### src/design/tswdt_pkg.sv
// ----------------------------------------------------------------------------
// tswdt_pkg
// Shared constants for the two-stage watchdog timer: beat modes, register
// offsets, the kick word and the reload reset word.
// ----------------------------------------------------------------------------
package tswdt_pkg;

   localparam logic [1:0] MODE_TICK  = 2'd0;
   localparam logic [1:0] MODE_READ  = 2'd1;
   localparam logic [1:0] MODE_WRITE = 2'd2;
   localparam logic [1:0] MODE_IDLE  = 2'd3;

   localparam logic [7:0] OFS_ENABLE = 8'h00;
   localparam logic [7:0] OFS_RELOAD = 8'h0c;
   localparam logic [7:0] OFS_LOAD   = 8'h18;
   localparam logic [7:0] OFS_COUNT  = 8'h24;
   localparam logic [7:0] OFS_KICK   = 8'h30;
   localparam logic [7:0] OFS_ICLR   = 8'h3c;
   localparam logic [7:0] OFS_IEN    = 8'h54;

   localparam logic [31:0] KICK_WORD       = 32'h6169_6370;
   localparam logic [31:0] RELOAD_RST_WORD = 32'h0000_ffff;

endpackage

### src/design/two_stage_watchdog_timer.sv
// ----------------------------------------------------------------------------
// two_stage_watchdog_timer
// Watchdog with a staged reload, kick word, interrupt on first expiry and a
// sticky reset request on second expiry. One tick, read or write per beat.
// ----------------------------------------------------------------------------
//  channel  | ports                          | direction
//  ---------+--------------------------------+----------
//  request  | req_valid/ready, mode/addr/wd  | in
//  response | rsp_valid/ready, rdata/irq/rst | out
//
//  One beat per cycle sustained while rsp_ready holds; a request beat passes
//  the input register, then the result register, before its response appears.
//  The input register takes a new beat while a response waits on a stall, if it is empty.
//  Synchronous reset clears control state and sets the counter to
//  reload << TICK_SHIFT with reload all ones (low 16 bits).
// ----------------------------------------------------------------------------
module two_stage_watchdog_timer #(
   parameter int TICK_SHIFT  = 16,
   parameter int RELOAD_BITS = 16
) (
   input  logic        clock,
   input  logic        reset,
   input  logic        req_valid,
   output logic        req_ready,
   input  logic [1:0]  req_mode,
   input  logic [7:0]  req_addr,
   input  logic [31:0] req_wdata,
   output logic        rsp_valid,
   input  logic        rsp_ready,
   output logic [31:0] rsp_rdata,
   output logic        rsp_irq,
   output logic        rsp_reset_out
);
   import tswdt_pkg::*;

   localparam logic [RELOAD_BITS-1:0] RELOAD_RST = RELOAD_BITS'(RELOAD_RST_WORD);

   logic                   in_valid_ff;
   logic [1:0]             mode_ff;
   logic [7:0]             addr_ff;
   logic [31:0]            wdata_ff;

   logic                   enabled_ff,       enabled_in;
   logic [RELOAD_BITS-1:0] staged_reload_ff, staged_reload_in;
   logic [RELOAD_BITS-1:0] active_reload_ff, active_reload_in;
   logic [31:0]            count_ff,         count_in;
   logic                   second_stage_ff,  second_stage_in;
   logic                   irq_pending_ff,   irq_pending_in;
   logic                   irq_enable_ff,    irq_enable_in;
   logic                   reset_latched_ff, reset_latched_in;

   logic                   rsp_valid_ff;
   logic [31:0]            rdata_ff, rdata_in;
   logic                   irq_ff;
   logic                   reset_out_ff;

   logic                   out_free;
   logic                   advance;
   logic                   req_take;
   logic [63:0]            refill_wide;
   logic [31:0]            refill_val;

   assign out_free  = !rsp_valid_ff || rsp_ready;
   assign advance   = in_valid_ff && out_free;
   assign req_ready = !in_valid_ff || out_free;
   assign req_take  = req_valid && req_ready;

   assign refill_wide = 64'(active_reload_ff) << TICK_SHIFT;
   assign refill_val  = refill_wide[31:0];

   always_comb begin
      enabled_in       = enabled_ff;
      staged_reload_in = staged_reload_ff;
      active_reload_in = active_reload_ff;
      count_in         = count_ff;
      second_stage_in  = second_stage_ff;
      irq_pending_in   = irq_pending_ff;
      irq_enable_in    = irq_enable_ff;
      reset_latched_in = reset_latched_ff;
      rdata_in         = '0;
      case (mode_ff)
         MODE_TICK: begin
            if (enabled_ff) begin
               if (count_ff != '0) begin
                  count_in = count_ff - 32'd1;
               end else begin
                  if (!second_stage_ff) begin
                     irq_pending_in  = 1'b1;
                     second_stage_in = 1'b1;
                  end else begin
                     reset_latched_in = 1'b1;
                  end
                  count_in = refill_val;
               end
            end
         end
         MODE_READ: begin
            case (addr_ff)
               OFS_ENABLE: rdata_in = 32'(enabled_ff);
               OFS_RELOAD: rdata_in = 32'(staged_reload_ff);
               OFS_COUNT:  rdata_in = count_ff;
               OFS_IEN:    rdata_in = 32'(irq_enable_ff);
               default:    rdata_in = '0;
            endcase
         end
         MODE_WRITE: begin
            case (addr_ff)
               OFS_ENABLE: enabled_in = wdata_ff[0];
               OFS_RELOAD: staged_reload_in = wdata_ff[RELOAD_BITS-1:0];
               OFS_LOAD: begin
                  if (wdata_ff[0]) begin
                     active_reload_in = staged_reload_ff;
                     second_stage_in  = 1'b0;
                     count_in = 32'((64'(staged_reload_ff) << TICK_SHIFT) & 64'hffff_ffff);
                  end
               end
               OFS_KICK: begin
                  if (wdata_ff == KICK_WORD) begin
                     second_stage_in = 1'b0;
                     count_in        = refill_val;
                  end
               end
               OFS_ICLR: begin
                  if (wdata_ff[0]) begin
                     irq_pending_in = 1'b0;
                  end
               end
               OFS_IEN:    irq_enable_in = wdata_ff[0];
               default:    enabled_in = enabled_ff;
            endcase
         end
         MODE_IDLE: rdata_in = '0;
         default:   rdata_in = '0;
      endcase
   end

   always_ff @(posedge clock) begin
      if (reset) begin
         in_valid_ff <= 1'b0;
      end else if (req_take) begin
         in_valid_ff <= 1'b1;
      end else if (advance) begin
         in_valid_ff <= 1'b0;
      end
   end

   always_ff @(posedge clock) begin
      if (req_take) begin
         mode_ff  <= req_mode;
         addr_ff  <= req_addr;
         wdata_ff <= req_wdata;
      end
   end

   always_ff @(posedge clock) begin
      if (reset) begin
         enabled_ff       <= 1'b0;
         staged_reload_ff <= RELOAD_RST;
         active_reload_ff <= RELOAD_RST;
         count_ff         <= 32'((64'(RELOAD_RST) << TICK_SHIFT) & 64'hffff_ffff);
         second_stage_ff  <= 1'b0;
         irq_pending_ff   <= 1'b0;
         irq_enable_ff    <= 1'b0;
         reset_latched_ff <= 1'b0;
      end else if (advance) begin
         enabled_ff       <= enabled_in;
         staged_reload_ff <= staged_reload_in;
         active_reload_ff <= active_reload_in;
         count_ff         <= count_in;
         second_stage_ff  <= second_stage_in;
         irq_pending_ff   <= irq_pending_in;
         irq_enable_ff    <= irq_enable_in;
         reset_latched_ff <= reset_latched_in;
      end
   end

   always_ff @(posedge clock) begin
      if (reset) begin
         rsp_valid_ff <= 1'b0;
      end else if (advance) begin
         rsp_valid_ff <= 1'b1;
      end else if (rsp_ready) begin
         rsp_valid_ff <= 1'b0;
      end
   end

   always_ff @(posedge clock) begin
      if (advance) begin
         rdata_ff     <= rdata_in;
         irq_ff       <= irq_pending_in && irq_enable_in;
         reset_out_ff <= reset_latched_in;
      end
   end

   assign rsp_valid     = rsp_valid_ff;
   assign rsp_rdata     = rdata_ff;
   assign rsp_irq       = irq_ff;
   assign rsp_reset_out = reset_out_ff;

   a_reset_sticky: assert property (@(posedge clock) disable iff (reset)
      reset_latched_ff |=> reset_latched_ff)
      else $error("reset request dropped");

   a_reset_after_stage2: assert property (@(posedge clock) disable iff (reset)
      $rose(reset_latched_ff) |-> $past(second_stage_ff))
      else $error("reset request without second stage");

   a_irq_enters_stage2: assert property (@(posedge clock) disable iff (reset)
      $rose(irq_pending_ff) |-> second_stage_ff)
      else $error("interrupt pending outside second stage");

   a_rsp_from_input: assert property (@(posedge clock) disable iff (reset)
      $rose(rsp_valid_ff) |-> $past(in_valid_ff))
      else $error("response without a buffered request");

endmodule
### config.mk
export PLATFORM = sky130hd
export DESIGN_NAME = two_stage_watchdog_timer
export DESIGN_NICKNAME = d
export VERILOG_FILES = /design/src/design/tswdt_pkg.sv /design/src/design/two_stage_watchdog_timer.sv
export SDC_FILE = /design/constraint.sdc
export NUM_CORES = 1
export LEC_CHECK = 0
export ABC_CLOCK_PERIOD_IN_PS = 3800
export BUFFER_PORTS_ARGS = -buffer_cell sky130_fd_sc_hd__clkbuf_2
export CAP_MARGIN = 20
export CORE_MARGIN = 3
export CORE_UTILIZATION = 45
export CTS_CLUSTER_DIAMETER = 40
export DETAILED_ROUTE_END_ITERATION = 10
export GPL_TIMING_DRIVEN = 0
export PLACE_DENSITY = 0.77
export SETUP_SLACK_MARGIN = 0.05
export SYNTH_ARGS = -nofsm -noshare
export SYNTH_HDL_FRONTEND = slang
export SYNTH_SLANG_ARGS = --single-unit
### constraint.sdc
create_clock -name clock -period 3.8 [get_ports clock]
set_input_delay 0.19 -clock clock [delete_from_list [all_inputs] [get_ports clock]]
set_output_delay 0.19 -clock clock [all_outputs]
set_load 0.03 [all_outputs]
==> results.json, run 1 <==
{
  "vias_per_cell": 5.80,
  "clock_skew_ns": 0.00633,
  "cts.sinks": 147,
  "fin_tns_setup_ns": 0,
  "die_h_um": 126,
  "synth-edff-count": 76,
  "port_buffers": 81,
  "synth_flop_cell": "edfxtp_1",
  "die-area_sq_um": 15900,
  "async_reset_ff_share_pct": 0,
  "p_leak_uw": 0.00300,
  "cts_setup_buffers": 0,
  "cap_violations": 0,
  "internal_power_uw": 2820,
  "p_comb_share_pct": 5.3,
  "syn_inst": 599,
  "grt_pass1_vias": 5303,
  "ys_ff_latch": 147,
  "syn_avg_cell_area_sq_um": 10.8,
  "numCtsBuffers": 17,
  "fin_util_pct": 58.3,
  "n_fill_cell": 1162,
  "rsz0062_at_grt": "false",
  "slew_headroom_pct": 39.0,
  "critPathKind": "reg -> reg",
  "gp_congestion": 0.949,
  "p_sw_share_pct": 21.9,
  "yosys_warnings": 0,
  "hpwlAfterDp_um": 12800,
  "clkPwrFrac_pct": 46.7,
  "postRouteAntennaNets": 0,
  "drtIter0Drc": 500,
  "clock_path_buffers": 2,
  "switchingPower_uw": 790,
  "multi_input_area_sq_um": 2590,
  "antenna_found_initial": 0,
  "synthesis.area_sq_um": 6480,
  "fin_crit_sh_pct": 84.9,
  "mostFrequentLayoutCells": "clkbuf_2, edfxtp_1, dfxtp_1",
  "vias": 5434,
  "seqPwrFrac_pct": 48.0,
  "diodes": 0,
  "final_common_cell": "clkbuf_2",
  "cp.arrival_ns": 3.52,
  "cts_root_buffer": "clkbuf_16",
  "start_util_pct": 46.3,
  "drc": 0,
  "max_freq_ghz": 0.310,
  "cts_tree": "done",
  "outcome": "complete, no violations",
  "cts_resized": 0,
  "hp-class": "in -> reg",
  "pwr_density_cell_nw_per_um2": 442,
  "drive_above_1_share_pct": 18.5,
  "critPathLaunchType": "flip-flop",
  "yosys.area_share.simple_pct": 20.6,
  "finalHoldViolCount": 0,
  "wl_per_cell_um": 19.7,
  "crit_required_ns": 4.09,
  "ioPinCount": 82,
  "overflow": 0,
  "final-max-slew-violation-count": 0,
  "std_cell_rows": 43,
  "synth.distinct_cells": 61,
  "yosysSeqAreaShare_pct": 57.2,
  "max-vdd-ir-drop_v": 0.000357,
  "place_area_sq_um": 7140,
  "die_width_um": 126,
  "design.core.area_sq_um": 14000,
  "finalSetupViolCount": 0,
  "clk_pin_slew_ns": 0.06,
  "fin_crit_ns": 3.23,
  "syn_nets": 647,
  "cp-end-kind": "flip-flop",
  "fin_area_sq_um": 8160,
  "synthMuxAreaShare_pct": 0.946,
  "worst_slew_pin_slew_ns": 0.914,
  "first_pass_iters": 5,
  "synth_adder_area_share_pct": 0.386,
  "ff_latch_area_sq_um": 3700,
  "synth_top_family_by_area": "simple AND/OR/NAND/NOR gates",
  "synthXorXnorAreaFrac_pct": 0.811,
  "fin_nets": 792,
  "fin_cells": 937,
  "area_growth_pct": 25.9,
  "grt_max_degree": 43,
  "grt_usage_pct": 23.6,
  "cp_max_fo": 10,
  "synth_compound_area_share_pct": 17.3,
  "insertion_delay_ns": 0.43,
  "placed_cells": 862,
  "routed_wl_um": 18400,
  "cts_max_level": 4,
  "grt_pass1_wl_um": 29000
}
==> registers in the layout, indices dropped and copies added, names as in the netlist <==
name,cells
active_reload_ff,16
addr_ff,8
count_ff,32
enabled_ff,1
in_valid_ff,1
irq_enable_ff,1
irq_pending_ff,1
mode_ff,2
reset_latched_ff,1
rsp_irq,1
rsp_rdata,32
rsp_reset_out,1
rsp_valid,1
second_stage_ff,1
staged_reload_ff,16
wdata_ff,32
==> kinds of logic (layout without fill, tap and decap cells) <==
family          after synthesis  count (layout)
simple gates                239             239
compound gates              155             155
flops                       147             147
buf+inv                      44             202
xor+xnor                      6               6
mux                           6               6
fa+ha+maj                     2               2
==> per-layer routing <==
metal  global-route usage, %  share of wire [%]  vias up
li1                        -                  -     2562
met1                    30.8                 42     2583
met2                    38.5                 47      258
met3                    6.28                7.9       31
met4                    7.63                2.3        0
met5                       0                  0        -
==> worst max-delay path, stage by stage (launching register included) <==
cell and delay [ns]:
dfxtp_1 0.29, buf_2 0.17, nor4_1 0.67, and4_1 0.36
nand4_1 0.24, nand2_1 0.29, clkbuf_1 0.44, nor2_1 0.31
a32oi_1 0.27, nor2_1 0.05
==> synth_stat cells (10+ instances only) <==
| library cell | count | share of area, % |
|---|---|---|
| a211o_1 | 32 | 4.3 |
| a21oi_1 | 28 | 2.2 |
| a22oi_1 | 17 | 2.0 |
| and3_1 | 20 | 1.9 |
| clkbuf_1 | 28 | 1.6 |
| dfxtp_1 | 71 | 22 |
| edfxtp_1 | 76 | 35 |
| nand2_1 | 33 | 1.9 |
| nand2b_1 | 10 | 0.97 |
| nand3_1 | 12 | 0.93 |
| nor2_1 | 54 | 3.1 |
| nor2b_1 | 38 | 3.7 |
| nor3_1 | 20 | 1.5 |
| o21ai_0 | 28 | 2.2 |
==> layout make-up <==
class	count	area share, %
plain buffers	38	1.98
clock buffers	18	5.26
clock inverters	14	1.99
inverters	6	0.276
multi-input cells	408	31.8
flip-flops and latches	147	45.4
well taps	180	2.76
repair buffers	126	10.5
==> what timing repair did <==
action	CTS	global route
endpoints found under the hold margin	43	0
endpoints found under the setup margin	0	0
hold buffers	43	0
==> through the flow <==
step / setup WS (ns) / power (uW) / hold slack [ns]
after floorplan: 0.599 / 1850 / 0.289
after global placement: -0.120 / 1910 / 0.367
after detailed placement: 0.650 / 1920 / 0.369
after CTS: 0.640 / 3620 / 0.120
after global routing: 0.347 / 3720 / 0.150
final: 0.572 / 3610 / 0.149
==> power groups by stage <==
stage | sequential, uW | clock [uW] | combinational (uW)
after floorplan | 1790 | 0 | 61.0
after global placement | 1760 | 0 | 148
after detailed placement | 1770 | 0 | 153
after CTS | 1730 | 1700 | 188
after global routing | 1740 | 1780 | 205
final | 1730 | 1680 | 191
==> worst paths after layout <==
check | to | cells past startpoint | startpoint | slack (ns)
setup / recovery | count_ff[11] | 9 | count_ff[8] | 0.57
hold / removal | rsp_valid | 4 | rsp_ready | 0.15
setup reg to reg | count_ff[11] | 9 | count_ff[8] | 0.57
hold reg to reg | staged_reload_ff[10] | 1 | wdata_ff[10] | 0.49
(Power assumes the default switching activity.)
==> inputs of run 2 (changes only) <==
--- a/config.mk
+++ b/config.mk
@@ -5,7 +5,8 @@
 export SDC_FILE = /design/constraint.sdc
 export NUM_CORES = 1
 export LEC_CHECK = 0
-export ABC_CLOCK_PERIOD_IN_PS = 3800
+export ABC_AREA = 1
+export ABC_CLOCK_PERIOD_IN_PS = 3260
 export BUFFER_PORTS_ARGS = -buffer_cell sky130_fd_sc_hd__clkbuf_2
 export CAP_MARGIN = 20
 export CORE_MARGIN = 3
@@ -13,7 +14,7 @@
 export CTS_CLUSTER_DIAMETER = 40
 export DETAILED_ROUTE_END_ITERATION = 10
 export GPL_TIMING_DRIVEN = 0
-export PLACE_DENSITY = 0.77
+export PLACE_DENSITY = 0.76
 export SETUP_SLACK_MARGIN = 0.05
 export SYNTH_ARGS = -nofsm -noshare
 export SYNTH_HDL_FRONTEND = slang
==> constraint.sdc (replaced) <==
create_clock -name clock -period 3.26 [get_ports clock]
set_input_delay 0.163 -clock clock [delete_from_list [all_inputs] [get_ports clock]]
set_output_delay 0.163 -clock clock [all_outputs]
set_load 0.03 [all_outputs]
==> run 2 against run 1 <==
Net effect:
- non-clock buffer count is 7 lower
- synthesized cell count grew 56%
- combinational power rose by 140%
- wire length is 6.4% higher
- critical path type unchanged
- critical endpoint is now count_ff[30]
- largest cell class unchanged
- largest power group unchanged
- highest routed layer unchanged
==> results.json, run 2 <==
{
  "outcome": "complete, no violations",
  "grt_pass1_vias": 6293,
  "cp_slowest_cell": "ha_1",
  "critPathLaunchType": "flip-flop",
  "mostFrequentLayoutCells": "nand2_1, nor2_1, inv_1",
  "hp-class": "in -> reg",
  "fin_nets": 1127,
  "async_reset_ff_share_pct": 0,
  "die_h_um": 133,
  "numCtsBuffers": 17,
  "grt_max_degree": 43,
  "cp-end-kind": "flip-flop",
  "cp.arrival_ns": 2.54,
  "cts_setup_buffers": 0,
  "fin_tns_setup_ns": 0,
  "grt_usage_pct": 22.8,
  "synthesis.area_sq_um": 7310,
  "syn_inst": 937,
  "cts_tree": "done",
  "crit_top_cell": "nand2_1",
  "ys_ff_latch": 147,
  "crit_required_ns": 3.58,
  "synth_area_leaders": "edfxtp_1, dfxtp_1, nand2_1, nor2_1, a21oi_1",
  "cts_max_level": 4,
  "vias": 6641,
  "pwr_density_cell_nw_per_um2": 504,
  "cpLargestDelayFamily": "simple AND/OR/NAND/NOR gates",
  "final-max-slew-violation-count": 0,
  "synth_top_area_share_pct": 31.2,
  "std_cell_rows": 45,
  "die_width_um": 133,
  "yosys-top-cells-count": "nand2_1, nor2_1, inv_1, edfxtp_1, dfxtp_1",
  "cts.sinks": 147,
  "rsz0062_at_grt": "false",
  "ioPinCount": 82,
  "cp_max_fo": 7,
  "cpPeakStageDelay_ns": 0.36,
  "postRouteAntennaNets": 0,
  "yosysMostFrequentCell": "nand2_1",
  "start_util_pct": 47.1,
  "yosysSeqAreaShare_pct": 50.7,
  "area_growth_pct": 23.3,
  "hpwlAfterDp_um": 13800,
  "clock_path_buffers": 2,
  "drc": 0,
  "final_common_cell": "nand2_1",
  "synth_flop_cell": "edfxtp_1",
  "antenna_found_initial": 0,
  "critPathKind": "reg -> reg",
  "routed_wl_um": 19600,
  "max_freq_ghz": 0.450,
  "yosys_warnings": 0,
  "fin_crit_sh_pct": 68.2,
  "clk_pin_slew_ns": 0.07,
  "finalSetupViolCount": 0,
  "drtIter0Drc": 625,
  "fin_util_pct": 58.0,
  "syn_avg_cell_area_sq_um": 7.80,
  "overflow": 0,
  "first_pass_iters": 5,
  "place_ws_ns": 1.08,
  "vias_per_cell": 5.10,
  "wl_per_cell_um": 15.0,
  "clock_skew_ns": 0.0108,
  "max-vdd-ir-drop_v": 0.000383,
  "cap_violations": 0,
  "grt_pass1_wl_um": 31900,
  "cts_resized": 0,
  "worst_slew_pin_slew_ns": 0.854,
  "final.setup.worst_slack_ns": 1.04,
  "drive_above_1_share_pct": 15.4,
  "cp_num_buf_inv": 1,
  "gp_congestion": 0.960,
  "yosys.area.top_type": "edfxtp_1",
  "finalHoldViolCount": 0,
  "synth.distinct_cells": 34,
  "synth-edff-count": 76,
  "die-area_sq_um": 17800,
  "cts_hold_buf": 43,
  "syn_nets": 985,
  "cts_root_buffer": "clkbuf_16",
  "insertion_delay_ns": 0.43,
  "critical_path.cell_chain": "inv_1, ha_1, nand2_1, nor2_1, nand2_1, o21ai_0, nand3_1, nand2_1, nand2_1, nand2_1, nand2_1",
  "p_leak_uw": 0.00411,
  "slew_headroom_pct": 43.0,
  "port_buffers": 80,
  "design.core.area_sq_um": 15500,
  "fin_crit_ns": 2.22,
  "holdWs_ns": 0.0318,
  "diodes": 0
}
-- run 2: cell types whose count changed in the layout (fill, tap and decap cells not counted), moves of 38 or more --
cell,change
inv_1,+80
nor2b_1,-38
nand2_1,+248
a21oi_1,+38
nand3_1,+40
nor2_1,+54
-- run 2: path summary, 6_finish.rpt --
kind / from / endpoint / slack (ns) / depth (start not counted)
setup / recovery: count_ff[0] / count_ff[30] / 1.04 / 11
hold reg to reg: reset_latched_ff / reset_latched_ff / 0.48 / 2
hold / removal: rsp_ready / rsp_valid / 0.03 / 4
setup reg to reg: count_ff[0] / count_ff[30] / 1.04 / 11
-- run 2: layout make-up --
class                   count  area, sq um
clock inverters            15          183
flip-flops and latches    147         3700
inverters                  99          372
multi-input cells         657         3050
clock buffers              17          425
fillers                  1425         6530
plain buffers              34          190
repair buffers            123          831
well taps                 211          264
-- run 2: cells by family after synthesis --
logic type,share of synthesized area (%)
flops,50.7
compound gates,10.7
xor+xnor,0.719
simple gates,29.9
buf+inv,7.68
fa+ha+maj,0.342
-- run 2: metal layers --
layer	vias to the layer above	global-route usage (%)	part of all wire (%)
met3	26	5.59	7.3
met5	-	0	0
li1	3370	-	-
met4	0	7.71	2.4
met2	250	37.3	47
met1	2995	29.9	43
-- run 2: worst reg2reg max path, cell delays in order, from the launching register on --
cell and delay (ns):
dfxtp_1 0.35, inv_1 0.21, ha_1 0.36, nand2_1 0.20, nor2_1 0.24, nand2_1 0.17
o21ai_0 0.19, nand3_1 0.15, nand2_1 0.09, nand2_1 0.05, nand2_1 0.06, nand2_1 0.05
-- run 2: where the power goes --
part / total [uW] / switching, uW / leakage, uW / internal, uW
clock network: 2030 / 859 / 0.000298 / 1170
registers: 2050 / 40.8 / 0.00131 / 2010
logic: 466 / 305 / 0.00251 / 161
total: 4540 / 1200 / 0.00411 / 3340
-- run 2: stage by stage --
step / total power [uW] / area (sq um) / instances
after floorplan: 2380 / 7310 / 937
after global placement: 2500 / 7980 / 1228
after detailed placement: 2510 / 7980 / 1228
after CTS: 4550 / 9010 / 1303
after global routing: 4720 / 9010 / 1303
final: 4540 / 9010 / 1303
==> inputs of run 3 (changes only) <==
--- a/config.mk
+++ b/config.mk
@@ -6,7 +6,7 @@
 export NUM_CORES = 1
 export LEC_CHECK = 0
 export ABC_AREA = 1
-export ABC_CLOCK_PERIOD_IN_PS = 3260
+export ABC_CLOCK_PERIOD_IN_PS = 2200
 export BUFFER_PORTS_ARGS = -buffer_cell sky130_fd_sc_hd__clkbuf_2
 export CAP_MARGIN = 20
 export CORE_MARGIN = 3
==> constraint.sdc (replaced) <==
create_clock -name clock -period 2.2 [get_ports clock]
set_input_delay 0.11 -clock clock [delete_from_list [all_inputs] [get_ports clock]]
set_output_delay 0.11 -clock clock [all_outputs]
set_load 0.03 [all_outputs]
==> run 3 against run 2 <==
Net effect:
- die area stayed put
- clock power rose by 48%
- global-route usage hardly changed
- non-clock buffer count grew 5
- sequential cell count unchanged
- cell count is 0.38% higher
- register-to-register slack lost 0.89 ns
- critical path depth shrank 2
- clock skew is 0.00098 ns lower
- sequential share of layout area decreased by 0.29 points
- combinational power up 51%
- largest cell class unchanged
==> results.json, run 3 (same netlist as run 2, synthesis figures left out) <==
{
  "cp-end-kind": "flip-flop",
  "die-area_sq_um": 17800,
  "grt_max_degree": 43,
  "fin_crit_sh_pct": 93.5,
  "crit_required_ns": 2.44,
  "postRouteAntennaNets": 0,
  "outcome": "complete, no violations",
  "critical_path.cell_chain": "inv_2, nand2_1, nor3_4, buf_4, nand2_4, nand4_1, nand2_2, buf_6, a21oi_1",
  "antenna_found_initial": 0,
  "cp_max_fo": 10,
  "cts_tree": "done",
  "clock_path_buffers": 2,
  "cap_violations": 0,
  "ff_latch_area_sq_um": 3700,
  "n_fill_cell": 1414,
  "final-max-slew-violation-count": 0,
  "diodes": 0,
  "ioPinCount": 82,
  "drc": 0,
  "rsz0062_at_grt": "false",
  "multi_input_area_sq_um": 3070,
  "vias": 6737,
  "grt_usage_pct": 22.8,
  "cp_num_buf_inv": 3,
  "port_buffers": 80,
  "critPathKind": "reg -> reg",
  "area_growth_pct": 24.2,
  "worst_slew_pin_slew_ns": 0.847,
  "vias_per_cell": 5.15,
  "hpwlAfterDp_um": 13800,
  "overflow": 0,
  "pwr_density_cell_nw_per_um2": 743,
  "grt_pass1_vias": 6297,
  "design.core.area_sq_um": 15500,
  "grt_pass1_wl_um": 31900,
  "critPathLaunchType": "flip-flop",
  "start_util_pct": 47.1,
  "cpPeakStageDelay_ns": 0.44,
  "p_leak_uw": 0.00415,
  "drtIter0Drc": 725,
  "cp_slowest_cell": "edfxtp_1",
  "cts_root_buffer": "clkbuf_16",
  "die_width_um": 133,
  "cpLargestDelayFamily": "simple AND/OR/NAND/NOR gates",
  "numCtsBuffers": 17,
  "clk_pin_slew_ns": 0.07,
  "hp-class": "in -> reg",
  "regToRegSetupSlack_ns": 0.14,
  "mostFrequentLayoutCells": "nand2_1, nor2_1, inv_1",
  "fin_tns_setup_ns": 0,
  "drive_above_1_share_pct": 16.0,
  "cp.arrival_ns": 2.29,
  "fin_crit_ns": 2.06,
  "cts.sinks": 147,
  "wl_per_cell_um": 15.2,
  "fin_nets": 1132,
  "insertion_delay_ns": 0.43,
  "max_freq_ghz": 0.486,
  "gp_congestion": 0.960,
  "first_pass_iters": 5,
  "final_common_cell": "nand2_1",
  "cts_max_level": 4,
  "finalSetupViolCount": 0,
  "max-vdd-ir-drop_v": 0.000567,
  "finalHoldViolCount": 0,
  "routed_wl_um": 19900,
  "std_cell_rows": 45,
  "fin_util_pct": 58.4,
  "slew_headroom_pct": 43.5,
  "clock_skew_ns": 0.00985,
  "die_h_um": 133
}
[run 3: cell types whose count changed in the layout (fill, tap and decap cells not counted), sizes merged]
cell | before | now
buf | 17 | 20
dlygate4sd3 | 43 | 45
[run 3: what timing repair did]
item	in CTS	in global routing
endpoints found under the setup margin	2	17
hold buffers	45	0
pin swaps	0	1
resized for setup	2	5
buffers inserted	0	3
endpoints found under the hold margin	44	0
[run 3: layout make-up]
type,count,area share (%)
flip-flops and latches,147,40.8
multi-input cells,657,33.8
repair buffers,128,9.62
clock buffers,17,4.69
inverters,99,4.09
well taps,211,2.91
plain buffers,34,2.09
clock inverters,15,2.01
[run 3: per-layer routing]
layer  part of all wire, %  track usage (%)  vias up
met2                    48             37.3      269
met5                     0                0        -
li1                      -                -     3379
met4                   2.6             7.71        0
met3                   7.5             5.59       36
met1                    42             29.9     3053
[run 3: final timing paths]
check / from / to / cells past startpoint
worst max-delay path: addr_ff[6] / rsp_rdata[10] / 9
worst min-delay path: reset / count_ff[19] / 3
worst max register to register: addr_ff[6] / rsp_rdata[10] / 9
worst min register to register: reset_latched_ff / reset_latched_ff / 2
[run 3: worst reg2reg max path: stages, from the launching register on]
cell and delay, ns:
edfxtp_1 0.44, inv_2 0.07, nand2_1 0.16, nor3_4 0.21, buf_4 0.18, nand2_4 0.11, nand4_1 0.16, nand2_2 0.10
buf_6 0.18, a21oi_1 0.23
[run 3: stage by stage]
stage | setup WS (ns) | cells | area, sq um | total power [uW] | hold WS [ns]
6_report | 0.144 | 1308 | 9080 | 6740 | 0.187
5_1_grt | 0.0260 | 1308 | 9080 | 7000 | 0.208
3_5_place_dp | 0.0188 | 1228 | 7980 | 3720 | 0.289
4_1_cts | 0.0638 | 1305 | 9040 | 6750 | 0.182
3_3_place_gp | 0.0510 | 1228 | 7980 | 3710 | 0.287
2_1_floorplan | 0.109 | 937 | 7310 | 3520 | 0.209
[run 3: where the power goes]
group,leakage [uW],internal [uW],switching (uW)
clock,0.000298,1730,1270
sequential,0.00130,2980,61.6
combinational,0.00255,244,459
